<file path="config.mk">
export PLATFORM = sky130hd
export DESIGN_NAME = fcle_ctrl
export DESIGN_NICKNAME = d
export VERILOG_FILES = /design/src/fcle_pkg.sv /design/src/fcle_ctrl.sv
export SDC_FILE = /design/constraint.sdc
export NUM_CORES = 1
export LEC_CHECK = 0
export BUFFER_PORTS_ARGS = -buffer_cell sky130_fd_sc_hd__buf_2
export CORE_AREA = 3 3 40 42
export DETAILED_ROUTE_END_ITERATION = 10
export DIE_AREA = 0 0 43 45
export PLACE_DENSITY_LB_ADDON = 0.1
export SYNTH_ARGS = -nofsm -noshare
export SYNTH_HDL_FRONTEND = slang
export SYNTH_SLANG_ARGS = --single-unit
</file>
<file path="constraint.sdc">
create_clock -name clock -period 1.8 [get_ports clock]
set_clock_uncertainty 0.05 [all_clocks]
set_input_delay 0.45 -clock clock [delete_from_list [all_inputs] [get_ports clock]]
set_output_delay 0.45 -clock clock [all_outputs]
set_load 0.005 [all_outputs]
</file>
<file path="src/fcle_pkg.sv">
// Package for the fixed-capacity list engine: command and status codes,
// plus the command and status bundles between the controller and the datapath.
// No dependencies.
`timescale 1ns / 1ps

package fcle_pkg;

   // Command codes carried by the request word.
   localparam logic [2:0] CMD_APPEND = 3'd0;
   localparam logic [2:0] CMD_GET    = 3'd1;
   localparam logic [2:0] CMD_SET    = 3'd2;
   localparam logic [2:0] CMD_CLEAR  = 3'd3;
   localparam logic [2:0] CMD_FIND   = 3'd4;
   localparam logic [2:0] CMD_COUNT  = 3'd5;
   localparam logic [2:0] CMD_DELETE = 3'd6;

   // Status codes carried by the response word.
   localparam logic [1:0] STAT_OK    = 2'd0;
   localparam logic [1:0] STAT_FULL  = 2'd1;
   localparam logic [1:0] STAT_RANGE = 2'd2;

   // Reset value of the entry limit register.
   localparam logic [8:0] LIMIT_RESET = 9'd256;

   // Commands from the controller to the datapath.
   typedef struct packed {
      logic latch_req;   // capture the request word, clear the result fields
      logic append_wr;   // write the value at the tail and grow the list
      logic clr_size;    // empty the list
      logic dec_size;    // shrink the list by one
      logic mark_full;   // flag a refused append
      logic mark_range;  // flag a bad index
      logic rd_pos;      // read the entry at the requested position
      logic capture_rd;  // take the read data; a set also writes the new value
      logic scan_init;   // start a walk over the store
      logic scan_run;    // keep the walk going
      logic load_rsp;    // load the response register
   } dp_cmd_type;

   // Status from the datapath to the controller.
   typedef struct packed {
      logic [2:0] cmd;
      logic       in_range;
      logic       can_append;
      logic       scan_more;
      logic       pend;
      logic       rsp_busy;
   } dp_stat_type;

endpackage

</file>
<file path="src/fcle_ctrl.sv">
// Controller state machine for the list engine: sequences one request word
// at a time through decode, store access or a store walk, and response load.
// Depends on fcle_pkg.
`timescale 1ns / 1ps

module fcle_ctrl (
   input  logic                 clock,
   input  logic                 reset,
   input  logic                 req_valid,
   output logic                 req_ready,
   input  fcle_pkg::dp_stat_type stat,
   output fcle_pkg::dp_cmd_type  cmd
);
   import fcle_pkg::*;

   typedef enum logic [4:0] {
      ST_IDLE    = 5'b00001,
      ST_DECODE  = 5'b00010,
      ST_WAIT_RD = 5'b00100,
      ST_SCAN    = 5'b01000,
      ST_FINISH  = 5'b10000
   } state_type;

   state_type state_ff, state_in;

   // State register.
   always_ff @(posedge clock) begin
      if (reset) begin
         state_ff <= ST_IDLE;
      end else begin
         state_ff <= state_in;
      end
   end

   assign req_ready = (state_ff == ST_IDLE);

   // Next state and datapath commands.
   always_comb begin
      state_in = state_ff;
      cmd      = '0;
      case (state_ff)
         ST_IDLE: begin
            if (req_valid) begin
               cmd.latch_req = 1'b1;
               state_in      = ST_DECODE;
            end
         end
         ST_DECODE: begin
            state_in = ST_FINISH;
            case (stat.cmd)
               CMD_APPEND: begin
                  if (stat.can_append) begin
                     cmd.append_wr = 1'b1;
                  end else begin
                     cmd.mark_full = 1'b1;
                  end
               end
               CMD_GET, CMD_SET: begin
                  if (stat.in_range) begin
                     cmd.rd_pos = 1'b1;
                     state_in   = ST_WAIT_RD;
                  end else begin
                     cmd.mark_range = 1'b1;
                  end
               end
               CMD_CLEAR: begin
                  cmd.clr_size = 1'b1;
               end
               CMD_FIND, CMD_COUNT: begin
                  cmd.scan_init = 1'b1;
                  state_in      = ST_SCAN;
               end
               CMD_DELETE: begin
                  if (stat.in_range) begin
                     cmd.scan_init = 1'b1;
                     state_in      = ST_SCAN;
                  end else begin
                     cmd.mark_range = 1'b1;
                  end
               end
               default: begin
               end
            endcase
         end
         ST_WAIT_RD: begin
            cmd.capture_rd = 1'b1;
            state_in       = ST_FINISH;
         end
         ST_SCAN: begin
            // The walk ends once no read is left to issue or to consume.
            if (!stat.scan_more && !stat.pend) begin
               cmd.dec_size = (stat.cmd == CMD_DELETE);
               state_in     = ST_FINISH;
            end else begin
               cmd.scan_run = 1'b1;
            end
         end
         ST_FINISH: begin
            if (!stat.rsp_busy) begin
               cmd.load_rsp = 1'b1;
               state_in     = ST_IDLE;
            end
         end
         default: begin
            state_in = ST_IDLE;
         end
      endcase
   end

endmodule

</file>
[Word-level counts from Yosys, hierarchy flattened]
Index checks and enable logic that the tools add are counted.
Word-level totals
  bits in registers: 5
  output and inout bits: 12
  logic and storage cells: 52
Operators by class
  eq/ne operators: 14
  mux-type cells: 29
  reductions and logical operators: 8
Operator list (count)
  5-bit two-way mux: 5
  5-bit case mux with 5 select lines: 1
  1-bit two-way mux: 19
  5-bit case mux with 3 select lines: 1
  3-bit equality test (second input constant): 3
  3-bit by 2-bit equality test with 1-bit output (second input constant): 2
  2-bit inequality test (second input constant): 3
  5-bit by 1-bit equality test with 1-bit output (second input constant): 1
  5-bit by 2-bit equality test with 1-bit output (second input constant): 1
  5-bit by 3-bit equality test with 1-bit output (second input constant): 1
  5-bit by 4-bit equality test with 1-bit output (second input constant): 1
  5-bit equality test (second input constant): 1
  2-bit OR reduction: 2
  3-bit by 1-bit equality test with 1-bit output (second input constant): 1
  3-bit logical NOT: 1
  3-bit two-way mux: 1
  3-bit AND reduction: 1
  3-bit OR reduction: 1
  1-bit logical NOT: 2
  2-bit two-way mux: 1
  1-bit case mux with 2 select lines: 1
  1-bit logical AND: 1

[Depth between registers and ports, before layout]
Gate-level depths: netlist of run 1.
  word-level depth: 4
  depth in mapped cells: 5
  gate-level depth less buffers: 4

[Worst setup path before layout of run 1]
Ideal clock, no wire load.
  kind: flip-flop to output port
  start: register state_ff[2]
  end: output port cmd[9] (netlist name)
  arrival time: 1.122 ns
  required time: 1.300 ns
  slack: 0.178 ns
  cell stages (with the launch flop): 6
  path buffers: 1
  cells stage by stage: dfxtp_1 -> buf_2 -> nor2_4 -> and3_2 -> nand2b_1 -> nor4b_2
RTL lines
  from (decl): line fcle_ctrl.sv:24  | state_type state_ff, state_in;
  from (signal assigned): line fcle_ctrl.sv:31  | state_ff <= state_in;
  to (decl): line fcle_ctrl.sv:12  | output fcle_pkg::dp_cmd_type cmd

==> results.toml, run 1 <==
[timing]
min_period_ns = 1.82
clock.fmax_mhz = 549
maxSlewViolCount = 0
hold_viol = 0
holdWs_ns = 0.384
worstMarginPinSlew_ns = 0.394
slew_headroom_pct = 73.3
timing.final.ws_setup_ns = -0.0211
setup_viol = 3
rsz0062_at_grt = "true"
tns_ns = -0.0511
finalCritPeriodShare_pct = 101

[clocking]
cts.sinks = 5
cts-htree-levels = 1
clockBufferDepth = 2
insertion_delay_ns = 0.25
cts_root_buffer = "clkbuf_4"
cts_tree = "built"
path_clk_slew_ns = 0.04
cts_made_buffers = 3

[placed_design]
gp_congestion = 0.683
port_buffers = 22
placed_cells = 99
dpl.hpwl_um = 979
place_area_um2 = 621

[floorplanning]
die_area_um2 = 1940
die_h_um = 45
rows = 13
io_pins = 23
start_util_pct = 36.3
die_w_um = 43
fp.coreArea_um2 = 1280

[power_and_ir_drop]
ir_drop_mv = 0.320
powerDensity_nw_per_um2 = 454
p_leak_uw = 0.000362

[hold_path]
worstHoldStart = "reset"
hold_class = "primary input to flop"

[final_layout]
instances_no_fill = 110
drive_above_1_share_pct = 58.9
antenna_cells = 0
top_regs = "state_ff (5)"
final_area_um2 = 793
syn2layout_area_growth_pct = 70.0
top_register = "state_ff"
largest_register_ffs = 5
nets = 107
fillers = 125

[worst_setup_path]
cp-start-kind = "flop"
max_stage_delay_ns = 0.34
critPathCaptureType = "primary output"
crit_chain = "nand2b_4 -> nor4_4 -> and2_4 -> buf_6"
startpoint = "state_ff[1]"
slowest_stage = "dfxtp_4"
worst-setup-path-type = "flop to primary output"
cp.required_ns = 1.30
r2r_end = "state_ff[4]"
rr_worst_depth = 5
crit_fanout = 3
rrSetupSlack_ns = 0.31
reg2reg_from = "state_ff[1]"
crit_path_end = "cmd[10]"
cp.arrival_ns = 1.32

[drt]
post_drt_wl_per_cell_um = 13.2
vias = 573
drt_iter0_markers = 5
firstDrtPassIters = 3
postRouteAntennaNets = 0
routed_wl_um = 1450
via_per_inst = 5.21
drc = 0

[flow_run]
maxCapViolCount = 0

[synthesis]
ys_seq_elements = 5
seq_area_frac_synth_pct = 21.4
ys_types = 29
synth-edff-count = 0
netlist_area_um2 = 467
async_flop_share_pct = 0
synthCells = 60
synth_flop_cell = "dfxtp_1"
synth_warnings = 0
avgSynthCellArea_um2 = 7.78
synth_fp_nets = 71

[global_routing]
grt_pass1_vias = 518
busiest_layer = "met2"
antenna_found_initial = 0
grtUsageMet1_pct = 15.9
grt_max_degree = 9
use_met2_pct = 29.9
grt_util_met3_pct = 6.77
groute.usage.overall_pct = 16.4
grt_overflow = 0
grt_pass1_wl_um = 2280

[status]
outcome = "finished with violations"
violations = "negative setup slack"
[stage by stage]
step,util [%],setup slack (ns),power (µW)
6_report,61.7,-0.0211,360
5_1_grt,61.7,-0.0920,384
3_5_place_dp,48.3,0.124,193
3_3_place_gp,48.3,0.107,193
2_1_floorplan,-,0.178,164
4_1_cts,57.1,-0.0416,343
[timing repair]
item | CTS | global route
gates cloned | 0 | 0
endpoints found under the setup margin | 5 | 6
pin swaps | 6 | 7
setup buffers | 5 | 2
hold buffers | 0 | 0
resized for setup | 13 | 8
[power breakdown]
| group | internal [µW] | total (µW) | switching, µW | leakage, µW |
|---|---|---|---|---|
| clock | 83.9 | 131 | 47.5 | 0.0000150 |
| sequential | 114 | 120 | 5.70 | 0.0000430 |
| combinational | 57.6 | 108 | 50.9 | 0.000304 |
| total | 256 | 360 | 104 | 0.000362 |
[Yosys cell counts, types with 2 or more instances]
cell | number | area (µm²)
nor2_1 | 6 | 22.5
dfxtp_1 | 5 | 100
a21oi_1 | 4 | 20.0
buf_2 | 4 | 20.0
nand2_1 | 4 | 15.0
and2_1 | 3 | 18.8
nor2b_1 | 3 | 18.8
o21ai_0 | 3 | 15.0
inv_1 | 2 | 7.51
nand2b_1 | 2 | 12.5
nand3_1 | 2 | 10.0
nor3_1 | 2 | 10.0
nor4_2 | 2 | 25.0
nor4b_2 | 2 | 30.0
xnor2_1 | 2 | 17.5
[layout by cell type (no fill, tap or decap), types with 2 or more instances in the layout]
| cell | Yosys | layout |
|---|---|---|
| o21ai_0 | 3 | 3 |
| a21oi_1 | 4 | 4 |
| buf_6 | 0 | 4 |
| dfxtp_4 | 0 | 2 |
| clkbuf_4 | 0 | 3 |
| nor2_4 | 1 | 2 |
| buf_4 | 0 | 10 |
| nand2b_4 | 0 | 2 |
| nor2b_1 | 3 | 3 |
| nand3_1 | 2 | 2 |
| inv_1 | 2 | 2 |
| nor4_4 | 0 | 2 |
| nand2_1 | 4 | 4 |
| nor2_1 | 6 | 6 |
| dfxtp_2 | 0 | 3 |
| and2_1 | 3 | 2 |
| xnor2_1 | 2 | 2 |
| buf_2 | 4 | 21 |
[worst min-delay path by stage]
stage,end,cells after the start
floorplan,state_ff[2],1
global placement,state_ff[0],3
detailed placement,state_ff[0],3
CTS,state_ff[1],2
global route,state_ff[3],2
finish,state_ff[1],2
[cells by family (layout without fill, tap and decap cells)]
| group | count (synthesis) | in the layout | synth area share [%] |
|---|---|---|---|
| flops | 5 | 5 | 21.4 |
| xor+xnor | 2 | 2 | 3.75 |
| compound gates | 12 | 12 | 17.7 |
| buf+inv | 6 | 41 | 5.90 |
| simple gates | 35 | 35 | 51.2 |
[critical path: cells and delay by family (launching register included)]
family	cells	cell delay [ns]
buf+inv	1	0.09
flops	1	0.34
simple gates	3	0.65
[cell type report]
class	instances	area [µm²]	share of cell area, %
inverter	2	7.51	0.946
timing repair buffer	35	225	28.4
multi-input combinational	49	404	50.9
sequential	5	111	14.0
tap	15	18.8	2.37
clock buffer	4	26.3	3.31
[metal layers]
metal	part of all wire, %	up-vias
met4	1.6	0
li1	-	295
met3	9.1	5
met2	51	26
met5	0	-
met1	38	247
(Power assumes the default switching activity.)
==> run 2: changes to the inputs <==
==> constraint.sdc (replaced) <==
create_clock -name clock -period 2.3 [get_ports clock]
set_clock_uncertainty 0.05 [all_clocks]
set_input_delay 0.115 -clock clock [delete_from_list [all_inputs] [get_ports clock]]
set_output_delay 0.115 -clock clock [all_outputs]
set_load 0.005 [all_outputs]
==> results.toml, run 2 (synthesis results as in run 1) <==
[status]
outcome = "complete, no violations"

[global_routing]
grt_max_degree = 10
groute.usage.overall_pct = 11.7
grt_pass1_vias = 445
grt_overflow = 0
antenna_found_initial = 0
grt_pass1_wl_um = 1760

[timing]
rsz0062_at_grt = "false"
maxSlewViolCount = 0
finalCritPeriodShare_pct = 72.8
timing.final.ws_setup_ns = 0.625
min_period_ns = 1.67
slew_headroom_pct = 74.8
clock.fmax_mhz = 597
hold_viol = 0
tns_ns = 0
worstMarginPinSlew_ns = 0.372
setup_viol = 0

[clocking]
cts_tree = "built"
cts-hold-fix-buffers = 0
clockBufferDepth = 2
post_cts_buffers = 0
cts-htree-levels = 1
insertion_delay_ns = 0.23
cts_root_buffer = "clkbuf_4"
path_clk_slew_ns = 0.04
cts.sinks = 5
cts_made_buffers = 3
cts_resized = 0

[drt]
routed_wl_um = 1070
postRouteAntennaNets = 0
firstDrtPassIters = 4
drt_iter0_markers = 4
vias = 504
post_drt_wl_per_cell_um = 11.0
via_per_inst = 5.20
drc = 0

[power_and_ir_drop]
ir_drop_mv = 0.259
p_leak_uw = 0.000264
powerDensity_nw_per_um2 = 408
power_uw = 246

[hold_path]
hold_class = "primary input to flop"

[final_layout]
largest_register_ffs = 5
final_common_cell = "buf_2"
antenna_cells = 0
syn2layout_area_growth_pct = 29.0
top_register = "state_ff"
nets = 94
final_cell_mix = "buf_2, nor2_1, dfxtp_1"
drive_above_1_share_pct = 41.5
top_regs = "state_ff (5)"

[worst_setup_path]
cp-start-kind = "flop"
critPathCaptureType = "primary output"
cp.required_ns = 2.13
worst-setup-path-type = "flop to primary output"
cp.arrival_ns = 1.51
crit_fanout = 8

[floorplanning]
start_util_pct = 36.3
io_pins = 23
die_h_um = 45
die_w_um = 43
die_area_um2 = 1940
fp.coreArea_um2 = 1280
rows = 13

[placed_design]
dpl.hpwl_um = 896
gp_congestion = 0.739
post-place-ws_ns = 0.859
port_buffers = 22

[flow_run]
maxCapViolCount = 0
[run 2: power breakdown]
part	leakage, µW	switching (µW)	internal (µW)
Sequential	0.0000407	4.82	89.9
Combinational	0.000208	27.8	24.3
Clock	0.0000150	33.3	65.4
Total	0.000264	66.0	180
[run 2: routing by layer]
layer / up-vias / global-route usage (%) / wire [µm]
li1: 265 / - / -
met3: 0 / 2.39 / 77
met2: 19 / 21.9 / 507
met4: 0 / 3.61 / 0
met1: 220 / 13.5 / 487
met5: - / 0 / 0
[run 2: per-stage QoR]
step / hold slack [ns] / utilization (%) / cell area [µm²] / cells
CTS: 0.0779 / 46.8 / 602 / 97
detailed placement: 0.320 / 44.8 / 576 / 93
finish: 0.0752 / 46.8 / 602 / 97
global placement: 0.320 / 44.8 / 576 / 93
floorplan: 0.136 / - / 467 / 60
global route: 0.0859 / 46.8 / 602 / 97
[run 2: path summary, 6_finish.rpt]
path               startpoint          end  slack [ns]  cells past startpoint
setup / recovery  state_ff[2]       cmd[9]        0.63                      5
hold / removal          reset  state_ff[1]        0.08                      2
setup reg to reg  state_ff[2]  state_ff[4]        0.90                      3
hold reg to reg   state_ff[3]  state_ff[0]        0.59                      2
[run 2: layout make-up]
cell class | instances | area [µm²]
multi-input combinational | 49 | 339
fill | 137 | 683
timing repair buffer | 22 | 110
tap | 15 | 18.8
sequential | 5 | 100
clock buffer | 4 | 26.3
inverter | 2 | 7.51
[run 2: worst max-delay path, cell delays in order, from the launching register on]
cell and delay, ns:
dfxtp_1 0.40, nor2_4 0.16, and3_2 0.23, nand2b_1 0.10, nor4b_2 0.24, buf_2 0.15
==> run 3: changes to the inputs <==
clock period = 1.44 ns   (was 2.3 ns; I/O delays follow)
==> results.toml, run 3 (synthesis results as in run 1) <==
[timing]
setup_viol = 2
worstMarginPinSlew_ns = 0.309
slew_headroom_pct = 79.1
timing.final.ws_setup_ns = -0.0338
finalCritPeriodShare_pct = 102
hold_viol = 0
rsz0062_at_grt = "true"
min_period_ns = 1.47
clock.fmax_mhz = 679
maxSlewViolCount = 0

[worst_setup_path]
cp.required_ns = 1.32
crit_fanout = 6
critPathCaptureType = "primary output"
worst-setup-path-type = "flop to primary output"
cp-start-kind = "flop"
cp.arrival_ns = 1.35

[final_layout]
final_cell_mix = "buf_2, nor2_1, buf_4"
post-route-util_pct = 55.9
final_common_cell = "buf_2"
top_regs = "state_ff (5)"
nets = 100
regArea_um2 = 111
fillers = 127
antenna_cells = 0
final_area_um2 = 718
syn2layout_area_growth_pct = 53.9
drive_above_1_share_pct = 56.8
multiInputGateArea_um2 = 395
largest_register_ffs = 5
top_register = "state_ff"

[placed_design]
gp_congestion = 0.758
port_buffers = 22
dpl.hpwl_um = 950
place_area_um2 = 591

[drt]
routed_wl_um = 1260
postRouteAntennaNets = 0
drt_iter0_markers = 8
via_per_inst = 5.14
firstDrtPassIters = 3
drc = 0
post_drt_wl_per_cell_um = 12.3
vias = 529

[power_and_ir_drop]
sw_frac_of_total_pct = 29.1
powerDensity_nw_per_um2 = 577
p_leak_uw = 0.000312
comb_power_share_pct = 24.7
p_int_uw = 294
p_sw_uw = 121
pwr-share-seq_pct = 36.6
clock_power_share_pct = 38.7
ir_drop_mv = 0.508

[floorplanning]
io_pins = 23
start_util_pct = 36.3
die_w_um = 43
die_area_um2 = 1940
die_h_um = 45
rows = 13
fp.coreArea_um2 = 1280

[global_routing]
grt_overflow = 0
grt_pass1_vias = 515
grt_pass1_wl_um = 2170
grt_max_degree = 9
antenna_found_initial = 0
groute.usage.overall_pct = 14.2

[clocking]
cts_tree = "built"
insertion_delay_ns = 0.24
cts.sinks = 5
cts-hold-fix-buffers = 0
cts_made_buffers = 3
path_clk_slew_ns = 0.04
cts-htree-levels = 1
clockBufferDepth = 2
cts_root_buffer = "clkbuf_4"

[status]
violations = "negative setup slack"
outcome = "finished with violations"

[flow_run]
maxCapViolCount = 0

[hold_path]
hold_class = "primary input to flop"
## run 3: changes by cell type in the layout (fill, tap and decap cells not counted), sizes merged
cell / change
buf: +6
## run 3: metal layers
layer | up-vias | global-route usage, % | wire length, µm
met4 | 0 | 0 | 0
met1 | 235 | 16.7 | 574
li1 | 275 | - | -
met5 | - | 0 | 0
met2 | 19 | 27.2 | 619
met3 | 0 | 4.38 | 69
## run 3: critical path: stages, from the launching register on
cell and delay, ns:
dfxtp_4 0.36, buf_4 0.15, nor4_2 0.28, and2_1 0.20
buf_2 0.12
## run 3: repair_timing
| action | in CTS | in global routing |
|---|---|---|
| resized for setup | 14 | 4 |
| pin swaps | 4 | 2 |
| setup buffers | 2 | 2 |
| endpoints found under the setup margin | 7 | 8 |
| cloned | 0 | 0 |
## run 3: final cells by class
| type | instances | share of cell area (%) |
|---|---|---|
| timing repair buffer | 28 | 22.1 |
| sequential | 5 | 15.5 |
| tap | 15 | 2.61 |
| clock buffer | 4 | 3.66 |
| multi-input combinational | 49 | 55.1 |
| inverter | 2 | 1.05 |
## run 3: power by group through the flow
stage	sequential, µW	clock (µW)	combinational [µW]
3_5_place_dp	154	0	86.4
5_1_grt	152	176	114
2_1_floorplan	151	0	54.0
4_1_cts	153	163	95.2
6_report	152	160	102
3_3_place_gp	154	0	84.7
## run 3: path summary, 6_finish.rpt
kind,startpoint,end,slack [ns],depth (start not counted)
max,state_ff[2],cmd[10],-0.03,4
min,reset,state_ff[1],0.02,2
max reg2reg,state_ff[4],state_ff[2],0.11,5
min reg2reg,state_ff[3],state_ff[0],0.48,2
## run 3: metrics by stage
stage                     cells  TNS, ns  worst slack, ns  total power, µW  hold WS (ns)
final                       103  -0.0376          -0.0338              414        0.0236
after CTS                   101  -0.0755          -0.0330              412        0.0223
after detailed placement     95        0           0.0565              240         0.279
after floorplan              60        0            0.162              205        0.0934
after global routing        103   -0.228          -0.0765              442        0.0389
after global placement       95        0           0.0734              239         0.274
